$ cat config.mk
export PLATFORM = sky130hd
export DESIGN_NAME = tcw_cursor
export DESIGN_NICKNAME = d
export VERILOG_FILES = /design/src/sv/tcw_pkg.sv /design/src/sv/tcw_cursor.sv
export SDC_FILE = /design/constraint.sdc
export NUM_CORES = 1
export LEC_CHECK = 0
export BUFFER_PORTS_ARGS = -buffer_cell sky130_fd_sc_hd__clkbuf_2
export CORE_ASPECT_RATIO = 1.1
export CORE_UTILIZATION = 40
export DETAILED_ROUTE_END_ITERATION = 12
export PLACE_DENSITY = 0.74
export REMOVE_ABC_BUFFERS = 1
export SLEW_MARGIN = 10
export SYNTH_ARGS = -nofsm -noshare
export SYNTH_HDL_FRONTEND = slang
export SYNTH_SLANG_ARGS = --single-unit
export TNS_END_PERCENT = 20
$ cat constraint.sdc
create_clock -name vclk -period 4.2
set_input_delay 0.21 -clock vclk [all_inputs]
set_output_delay 0.21 -clock vclk [all_outputs]
set_load 0.005 [all_outputs]
$ cat src/sv/tcw_pkg.sv
// Shared definitions for the text console writer: opcodes, register indexes,
// character and blank-cell constants, and the put-step control struct.
// No dependencies.
package tcw_pkg;

  localparam int DEF_COLUMNS = 80;
  localparam int DEF_ROWS    = 25;

  localparam int OPCODE_W = 2;
  localparam int CHAR_W   = 8;
  localparam int INDEX_W  = 11;
  localparam int DATA_W   = 16;
  localparam int OUT_ROW_W = 5;
  localparam int OUT_COL_W = 7;
  localparam int ATTR_W   = 8;
  localparam int MINCOL_W = 7;
  localparam int CFG_IDX_W  = 1;
  localparam int CFG_DATA_W = 8;

  typedef enum logic [OPCODE_W-1:0] {
    OP_PUT   = 2'd0,
    OP_CLEAR = 2'd1,
    OP_READ  = 2'd2
  } opcode_t;

  localparam logic [CFG_IDX_W-1:0] CFG_TEXT_ATTR = 1'b0;
  localparam logic [CFG_IDX_W-1:0] CFG_MIN_ERASE = 1'b1;

  localparam logic [ATTR_W-1:0]   ATTR_RESET      = 8'h07;
  localparam logic [MINCOL_W-1:0] MIN_ERASE_RESET = 7'd2;

  localparam logic [CHAR_W-1:0] CH_NEWLINE   = 8'h0A;
  localparam logic [CHAR_W-1:0] CH_BACKSPACE = 8'h0E;
  localparam logic [CHAR_W-1:0] CH_CURSOR    = 8'h5F;
  localparam logic [CHAR_W-1:0] CH_SPACE     = 8'h20;

  localparam logic [DATA_W-1:0] BLANK_WHITE = 16'h0F20;
  localparam logic [DATA_W-1:0] BLANK_GREY  = 16'h0720;

  // What the first write of a put does, and whether a scroll follows it.
  typedef struct packed {
    logic              scroll;
    logic [CHAR_W-1:0] first_char;
  } put_ctl_t;

endpackage

$ cat src/sv/tcw_cursor.sv
// Cursor step for a put request: next row and column, the character stored
// at the old cursor cell, and the scroll request. Uses tcw_pkg.
module tcw_cursor #(
  parameter int COLUMNS = tcw_pkg::DEF_COLUMNS,
  parameter int ROWS    = tcw_pkg::DEF_ROWS,
  localparam int COL_W  = $clog2(COLUMNS),
  localparam int ROW_W  = $clog2(ROWS)
) (
  input  logic [ROW_W-1:0]             row,
  input  logic [COL_W-1:0]             col,
  input  logic [tcw_pkg::CHAR_W-1:0]   char_code,
  input  logic [tcw_pkg::MINCOL_W-1:0] min_erase_column,
  output logic [ROW_W-1:0]             row_next,
  output logic [COL_W-1:0]             col_next,
  output tcw_pkg::put_ctl_t            ctl
);

  logic last_row;
  logic last_col;

  assign last_row = (row == ROW_W'(ROWS - 1));
  assign last_col = (col == COL_W'(COLUMNS - 1));

  always_comb begin
    row_next       = row;
    col_next       = col;
    ctl.scroll     = 1'b0;
    ctl.first_char = tcw_pkg::CH_SPACE;
    if (char_code == tcw_pkg::CH_NEWLINE) begin
      col_next = '0;
      // on the last row the row stays and the screen scrolls
      if (last_row) begin
        ctl.scroll = 1'b1;
      end else begin
        row_next = row + ROW_W'(1);
      end
    end else if (char_code == tcw_pkg::CH_BACKSPACE) begin
      // the blanked cell is overwritten by the cursor anyway
      if (8'(col) > 8'(min_erase_column)) begin
        col_next = col - COL_W'(1);
      end
    end else begin
      ctl.first_char = char_code;
      if (last_col) begin
        col_next = '0;
        row_next = last_row ? '0 : row + ROW_W'(1);
      end else begin
        col_next = col + COL_W'(1);
      end
    end
  end

endmodule

# After elaboration in Yosys (flattened, before gate mapping)
# Cells that the tools add are included.
[op_classes] add_sub_neg=3 multipliers=0 n_div=0 order_cmp=1 n_eq_ne=4 shift=0 muxes=13 bitwise_logic=0 reduce_logical=0
[ops] operator="$mux W7" count=4
[ops] operator="$mux W5" count=5
[ops] operator="$eq A8 B4 Y1 const B" count=2
[ops] operator="$mux W8" count=2
[ops] operator="$add A7 B1 Y7 const B" count=1
[ops] operator="$eq A7 B7 Y1 const B" count=1
[ops] operator="$gt A7 B7 Y1" count=1
[ops] operator="$sub A7 B1 Y7 const B" count=1
[ops] operator="$add A5 B1 Y5 const B" count=1
[ops] operator="$eq A5 B5 Y1 const B" count=1
[ops] operator="$mux W1" count=2
[word_totals] regBits=0 latchBits=0 ram_bits=0 rom_bits=0 out_inout_bits=21 elab_cells=21 n_memories=0

# Longest topological paths before layout
# Gate-level depths: netlist (run 1).
[logic_depth] ltp_word=5 depth_mapped=7 ltp_nobuf=7

# Worst setup path after synthesis (run 1)
# No wires, ideal clock.
[synth_timing] path_kind="input port to output port" startpoint="in min_erase_column[6] (netlist bit)" endpoint="out col_next[5]" arrival_time_ps=1797 required_time_ps=3990 path_slack_ps=2193 stages=7 n_path_buf=0 cell_sequence="inv_1 -> ha_1 -> nand4_1 -> a21oi_1 -> o21ai_1 -> or4_1 -> o211a_1"
[synth_between] elab_chain_len=4
[synth_rtl] item="start, declared" line="tcw_cursor.sv:12" text="input logic [tcw_pkg::MINCOL_W-1:0] min_erase_column,"
[synth_rtl] item="$gt A7 B7 Y1" line="tcw_cursor.sv:39" text="if (8'(col) > 8'(min_erase_column)) begin"
[synth_rtl] item="$mux W7" line="tcw_cursor.sv:39"
[synth_rtl] item="$mux W7" line="tcw_cursor.sv:37" text="end else if (char_code == tcw_pkg::CH_BACKSPACE) begin"
[synth_rtl] item="$mux W7" line="tcw_cursor.sv:29" text="if (char_code == tcw_pkg::CH_NEWLINE) begin"
[synth_rtl] item="end, declared" line="tcw_cursor.sv:14" text="output logic [COL_W-1:0] col_next,"
# No other way between the ends.

# Worst setup path after layout (run 1)
[layout_timing] startpoint="in col[2]" endpoint="out col_next[5]"
[layout_between] elab_chain_len=4 word_cells_on_any_way=8 classes_between="add/sub (2); order compare (1); eq/ne (1); mux (4)"
[layout_rtl] item="start, declared" line="tcw_cursor.sv:10" text="input logic [COL_W-1:0] col,"
[layout_rtl] item="$add A7 B1 Y7, or another cell as far along" line="tcw_cursor.sv:48" text="col_next = col + COL_W'(1);"
[layout_rtl] item="$mux W7 (on tied branches)" line="tcw_cursor.sv:44, tcw_cursor.sv:39"
[layout_rtl] item="$mux W7 (*)" line="tcw_cursor.sv:37"
[layout_rtl] item="$mux W7 (*)" line="tcw_cursor.sv:29"
# Every way passes the cells marked *; elsewhere a longest branch is shown, timed or not.

==> run metrics, run 1 <==
GPL Wtd Cong=0.819; first-pass GRT wire length=3.67 mm; Top delay family on crit path=compound AO/OA/AOI/OAI gates; worst hold endpoint=ctl[7]; register area=0 um^2; Peak supply drop=0.0436 mV; commonest cells in the netlist=a21oi_1 (13), inv_1 (13), ha_1 (12); GRT Residual Overflow=0; post-cts hold buffer count=0; total number of yosys warnings=0; minimum hold slack=0.610 ns; crit-path cells=clkbuf_2 -> ha_1 -> a21oi_1 -> a21oi_1 -> o21ai_1 -> or4_1 -> o211a_1 -> clkbuf_2; Worst Hold Class=input pin to output port; layout clock buffer count=0; Period minus WS final=2.47 ns; area growth from synthesis to layout=28.3%; WP data arrival=2.26 ns; pwr dens=76.5 mW/mm^2; Post-Layout Cell Count=195; Avg Cell Area, Syn=6.47 um^2; Routed Antenna Nets=0; via count=1,101; final WL=2.36 mm; area leader, netlist=ha_1; FF+latch count=0; area of the mapped netlist=835 um^2; dpl hpwl=1.91 mm; crit end category=output port; drt initial violations=15; DR vias/cell=5.65; DR pass1 iterations=4; CP Data Required Time=3.99 ns; Worst-Margin Slew=0.496 ns; vias in the first global route=878; Die Ht=49.9 um; hold wc startpoint=char_code[7]; Slew Limit Fails=0; # diodes=0; critical path type=input pin to output port; distinct cell type count after synthesis=43; post-route DRC violation count=0; CP peak stage delay=0.51 ns; initial antenna violation count=0; Final #Nets=209; largest net degree at the start of global routing=13; Initial Util=44.8%; sequential share of the synthesized area=0%; std cell rows=16; P_leak=0.561 nW; io pins=48; Global Route Usage Sum=20.2%; post-CTS setup buffer count=0; Final Hold Viols=0; CP max FO=10; layout cells sized above 1=33.3%; Critical Path Source=col[2]; Routed WL per cell=12.1 um; top cells by area, synth=ha_1 (18%), a21oi_1 (7.8%), inv_1 (5.8%), nand3_1 (5.4%), nand4_1 (4.5%); Setup violations, final=0; Area after DPL=0.00107 mm^2; RSZ-0062 raised after global routing=false; Syn Inst Count=129; DP Cell Count=195; Sum Neg Setup Slack=0 ns; share of Yosys cell area claimed by the top area cell type=18.0%; Hold Crit Depth=2; max_cap viols=0; die area=0.00227 mm^2; Tcrit/Tclk final=58.7%; Fmax achieved=406 MHz; status=finished, final reports clean; post-cts resize count=0; Die W=45.6 um; IO buf count=48; buffer and inverter count on the worst path=2; core footprint=0.00186 mm^2; CP startpoint kind=input pin; Worst slew margin=66.8%; Final Instance Area=0.00107 mm^2; critical path's slowest cell=or4_1
through the flow:
step	setup slack (ns)	util [%]	total power [mW]
4_1_cts	1.75	57.5	0.0823
3_3_place_gp	1.81	57.5	0.0792
6_report	1.73	57.5	0.0820
3_5_place_dp	1.76	57.5	0.0819
2_1_floorplan	2.19	-	0.0405
5_1_grt	1.62	57.5	0.0923
metal layers:
| metal | track usage, % | vias to the layer above | part of all wire, % |
|---|---|---|---|
| met4 | 1.01 | 0 | 0 |
| met1 | 25.9 | 497 | 45 |
| met2 | 37.1 | 42 | 50 |
| met5 | 0 | - | 0 |
| li1 | - | 562 | - |
| met3 | 1.10 | 0 | 5.5 |
cell families after synthesis:
| family | count (synthesis) | share of synthesized area (%) |
|---|---|---|
| and+or+nand+nor | 55 | 38.4 |
| adders and majority gates | 12 | 18.0 |
| xor gates and xnor gates | 1 | 1.05 |
| AOI/OAI and AO/OA | 39 | 32.2 |
| buffers and inverters | 22 | 10.3 |
placed cells by master, fill, tap and decap left out, drive strengths merged:
cell type  instances
a211o              1
a211oi             1
a21boi             1
a21o               3
a21oi             14
a22o               1
a31o               1
a31oi              1
a41o               1
and2               2
and3               3
and4               1
clkbuf            48
ha                12
inv               13
nand2              9
nand2b             2
nand3             10
nand3b             2
nand4              6
nor2               7
nor2b              2
nor3               4
nor3b              1
nor4b              1
o2111a             1
o2111ai            3
o211a              1
o211ai             1
o21ai              7
o221ai             1
o41ai              1
or2                1
or3                1
or3b               1
or4                1
or4b               1
xor2               1
cell type report:
class | instances | area, um^2
fillers | 188 | 791
multi-input cells | 107 | 748
repair buffers | 48 | 240
inverters | 13 | 48.8
well taps | 27 | 33.8
how the worst max path moves through the flow:
stage	endpoint	slack (ns)	cells past startpoint
6_report	col_next[5]	1.73	8
5_1_grt	col_next[5]	1.62	8
3_5_place_dp	col_next[5]	1.76	8
4_1_cts	col_next[5]	1.75	8
2_1_floorplan	col_next[5]	2.19	7
3_3_place_gp	col_next[5]	1.81	8
power by group:
part / switching, mW / leakage, nW / internal, mW
clock: 0 / 0 / 0
sequential: 0 / 0 / 0
combinational: 0.0448 / 0.561 / 0.0372
Note: power is estimated with default switching activity, not from simulation.
==> run 2: changes to the inputs <==
PLACE_DENSITY = 0.77   (was 0.74)
clock period = 2 ns   (was 4.2 ns; I/O delays follow)
==> run metrics, run 2 (synthesized netlist as in run 1, its figures left out) <==
# diodes=0 (unchanged); Global Route Usage Sum=24.1% (+3.9 points); DR pass1 iterations=5 (+1); first-pass GRT wire length=4.33 mm (+18%); buffer and inverter count on the worst path=2 (unchanged); status=finished, final reports clean; post-CTS setup buffer count=0 (unchanged); Final Hold Viols=0 (unchanged); crit-path cells=clkbuf_2 -> ha_1 -> nand4_1 -> or2_2 -> o2111a_1 -> nand4_1 -> or3b_2 -> clkbuf_2; Die Ht=49.9 um (unchanged); commonest cells after routing, fill and taps aside=clkbuf_2 (48), inv_1 (13), buf_4 (13); Period minus WS final=1.97 ns; initial antenna violation count=0 (unchanged); Peak supply drop=0.0841 mV (+93%); Total Power=0.199 mW (+140%); pwr dens=167 mW/mm^2 (+120%); Top delay family on crit path=simple AND/OR/NAND/NOR gates; Routed WL per cell=12.5 um (+3.4%); Worst-Margin Slew=0.382 ns (-0.115 ns); layout clock buffer count=0 (unchanged); std cell rows=16 (unchanged); die area=0.00227 mm^2 (unchanged); WP data arrival=1.87 ns (-0.39 ns); Worst Hold Class=input pin to output port; dpl hpwl=2.16 mm (+13%); CP Data Required Time=1.90 ns (-2.09 ns); via count=1,164 (+5.7%); Initial Util=44.8% (unchanged); layout cells sized above 1=39.8% (+6.4 points); RSZ-0062 raised after global routing=true; drt initial violations=13 (-2); area growth from synthesis to layout=42.6%; io pins=48 (unchanged); Slew Limit Fails=0 (unchanged); CP max FO=5 (-5); max_cap viols=0 (unchanged); Fmax achieved=508 MHz; Worst slew margin=74.5% (+7.7 points); Multi-input gate area=769 um^2 (+2.8%); critical path's slowest cell=or3b_2; largest net degree at the start of global routing=10 (-3); commonest non-fill, non-tap cell in the layout=clkbuf_2; register area=0 um^2 (unchanged); Fillers=184 (-2.1%); vias in the first global route=1,079 (+23%); Setup violations, final=0 (unchanged); GRT Residual Overflow=0 (unchanged); IO buf count=48 (unchanged); DR vias/cell=5.60 (-0.89%); minimum hold slack=0.392 ns (-0.218 ns); CP startpoint kind=input pin; P_leak=0.624 nW (+11%); GPL Wtd Cong=0.785 (-4.2%); CP peak stage delay=0.43 ns (-0.08 ns); Routed Antenna Nets=0 (unchanged); critical path type=input pin to output port; post-route DRC violation count=0 (unchanged); Tcrit/Tclk final=98.5%; FF+latch count=0 (unchanged); crit end category=output port; Die W=45.6 um (unchanged); Final #Nets=222 (+6.2%); core footprint=0.00186 mm^2 (unchanged); final WL=2.60 mm (+10%); post-cts hold buffer count=0 (unchanged)
run 2: cell types whose count changed in the layout (fill, tap and decap cells not counted), sizes merged:
cell,delta
buf,+13
run 2: final timing paths:
path / from / slack (ns) / end / cells after the start
worst max-delay path: col[4] / 0.03 / col_next[6] / 8
worst min-delay path: char_code[7] / 0.39 / ctl[7] / 2
run 2: timing repair:
item                                    4_1_cts  5_1_grt
pin swaps                                     0        2
endpoints found under the setup margin        1        3
gates resized for setup                       1        3
run 2: final cells by class:
type | instances | share of cell area, %
Inverter | 13 | 4.10
Timing Repair Buffer | 61 | 28.4
Multi-Input combinational cell | 107 | 64.7
Tap cell | 27 | 2.84
run 2: routing by layer:
| layer | up-vias | part of all wire, % | track usage, % | routed length (um) |
|---|---|---|---|---|
| met2 | 50 | 54 | 49.5 | 1420 |
| met5 | - | 0 | 0 | 0 |
| met4 | 0 | 0 | 2.53 | 0 |
| met3 | 0 | 5.9 | 1.10 | 153 |
| li1 | 590 | - | - | - |
| met1 | 524 | 40 | 25.7 | 1030 |
run 2: stage by stage:
stage | utilization (%) | cells | cell area [um^2] | worst slack [ns] | setup TNS, ns
after CTS | 63.0 | 208 | 1170 | 0.0544 | 0
after floorplan | - | 120 | 797 | 0.213 | 0
after detailed placement | 62.8 | 208 | 1170 | -0.0300 | -0.0300
after global placement | 62.8 | 208 | 1170 | 0.0385 | 0
after global routing | 63.9 | 208 | 1190 | -0.0609 | -0.112
final | 63.9 | 208 | 1190 | 0.0297 | 0
run 2: report_power, final:
part           switching [mW]  internal, mW
Sequential                  0             0
Combinational           0.104        0.0950
Clock                       0             0
==> run 3: changes to the inputs <==
CELL_PAD_IN_SITES_DETAIL_PLACEMENT = 1   (was default)
CELL_PAD_IN_SITES_GLOBAL_PLACEMENT = 2   (was default)
CORE_MARGIN = 5   (was default)
CORE_UTILIZATION = 20   (was 40)
PLACE_DENSITY = default   (was 0.77)
PLACE_DENSITY_LB_ADDON = 0.1   (was default)
==> run metrics, run 3 (synthesized netlist as in run 1, its figures left out) <==
status=finished, final reports clean; crit end category=output port; post-cts hold buffer count=0 (unchanged); Worst slew margin=76.2% (+1.7 points); hold wc startpoint=char_code[7]; IO buf count=48 (unchanged); critical path type=input pin to output port; GPL Wtd Cong=0.769 (-2.0%); drt initial violations=15 (+2); Routed WL per cell=14.1 um (+13%); vias in the first global route=1,228 (+14%); layout cells sized above 1=44.7% (+4.9 points); DR pass1 iterations=3 (-2); Tcrit/Tclk final=96.2% (-2.3 points); io pins=48 (unchanged); Global Route Usage Sum=11.9% (-12 points); GRT Residual Overflow=0 (unchanged); commonest non-fill, non-tap cell in the layout=clkbuf_2; first-pass GRT wire length=5.71 mm (+32%); Slew Limit Fails=0 (unchanged); Post-Layout Cell Count=240 (+15%); max_cap viols=0 (unchanged); Peak supply drop=0.0420 mV (-50%); std cell rows=24 (+8); DP Cell Count=236 (+13%); register area=0 um^2 (unchanged); die area=0.00557 mm^2 (+140%); # diodes=0 (unchanged); Sum Neg Setup Slack=0 ns (unchanged); CP Data Required Time=1.90 ns (about the same); Worst-Margin Slew=0.357 ns (-0.0245 ns); Period minus WS final=1.92 ns (-0.0469 ns); initial antenna violation count=0 (unchanged); Fillers=533 (+190%); Post-Route Utilization=33.4% (-31 points); post-route DRC violation count=0 (unchanged); RSZ-0062 raised after global routing=false; commonest cells after routing, fill and taps aside=clkbuf_2 (46), buf_4 (21), inv_1 (12), a21oi_1 (12), nand3_1 (9); Area after DPL=0.00122 mm^2 (+4.6%); Initial Util=20.9% (-24 points); core footprint=0.00399 mm^2 (+110%); dpl hpwl=2.94 mm (+36%); largest net degree at the start of global routing=12 (+2); Final #Nets=229 (+3.2%); layout clock buffer count=0 (unchanged); Final Hold Viols=0 (unchanged); DR vias/cell=4.98 (-11%); Die Ht=77.8 um (+56%); area growth from synthesis to layout=59.8%; Setup violations, final=0 (unchanged); Multi-input gate area=821 um^2 (+6.7%); Die W=71.6 um (+57%); Routed Antenna Nets=0 (unchanged); Final Instance Area=0.00133 mm^2 (+12%); pwr dens=164 mW/mm^2 (-1.9%); FF+latch count=0 (unchanged); P_leak=0.666 nW (+6.8%); Fmax achieved=520 MHz (+2.4%); Critical Path Source=min_erase_column[2]; final WL=3.39 mm (+30%); CP startpoint kind=input pin; WP data arrival=1.82 ns (-0.05 ns); via count=1,194 (+2.6%); Total Power=0.219 mW (+9.9%); CP max FO=4 (-1); Worst Hold Class=input pin to output port
[run 3: final timing paths]
| kind | endpoint | slack (ns) | cells after the start |
|---|---|---|---|
| hold / removal | ctl[7] | 0.39 | 2 |
| setup / recovery | col_next[5] | 0.08 | 10 |
[run 3: routing by layer]
layer | part of all wire (%) | track usage (%)
met2 | 57 | 24.9
met5 | 0 | 0
met1 | 39 | 13.4
met3 | 4.7 | 0.904
met4 | 0 | 0
[run 3: worst max-delay path: stages]
cell	delay (ns)
clkbuf_2	0.08
inv_1	0.06
ha_4	0.28
nand3b_1	0.09
a21oi_1	0.16
buf_4	0.15
o21ai_2	0.06
or4_1	0.51
o211a_1	0.22
clkbuf_2	0.11
[run 3: cell type report]
type / count / area share (%)
multi-input combinational: 107 / 61.5
timing repair buffer: 68 / 29.9
tap: 52 / 4.88
inverter: 13 / 3.66
[run 3: repair_timing]
| item | 4_1_cts | 5_1_grt |
|---|---|---|
| setup endpoints to repair | 3 | 9 |
| buffers inserted | 2 | 2 |
| gates resized for setup | 1 | 15 |
| pin swaps | 1 | 5 |
[run 3: metrics by stage]
stage	hold slack (ns)	setup slack [ns]
final	0.393	0.0766
after global routing	0.406	0.00364
after CTS	0.396	0.00244
after detailed placement	0.396	-0.0430
after global placement	0.390	-0.0351
after floorplan	0.200	0.213
[run 3: power by group]
| group | internal (mW) | total [mW] | switching, mW |
|---|---|---|---|
| Sequential | 0 | 0 | 0 |
| Clock | 0 | 0 | 0 |
| Combinational | 0.108 | 0.219 | 0.111 |
| Total | 0.108 | 0.219 | 0.111 |
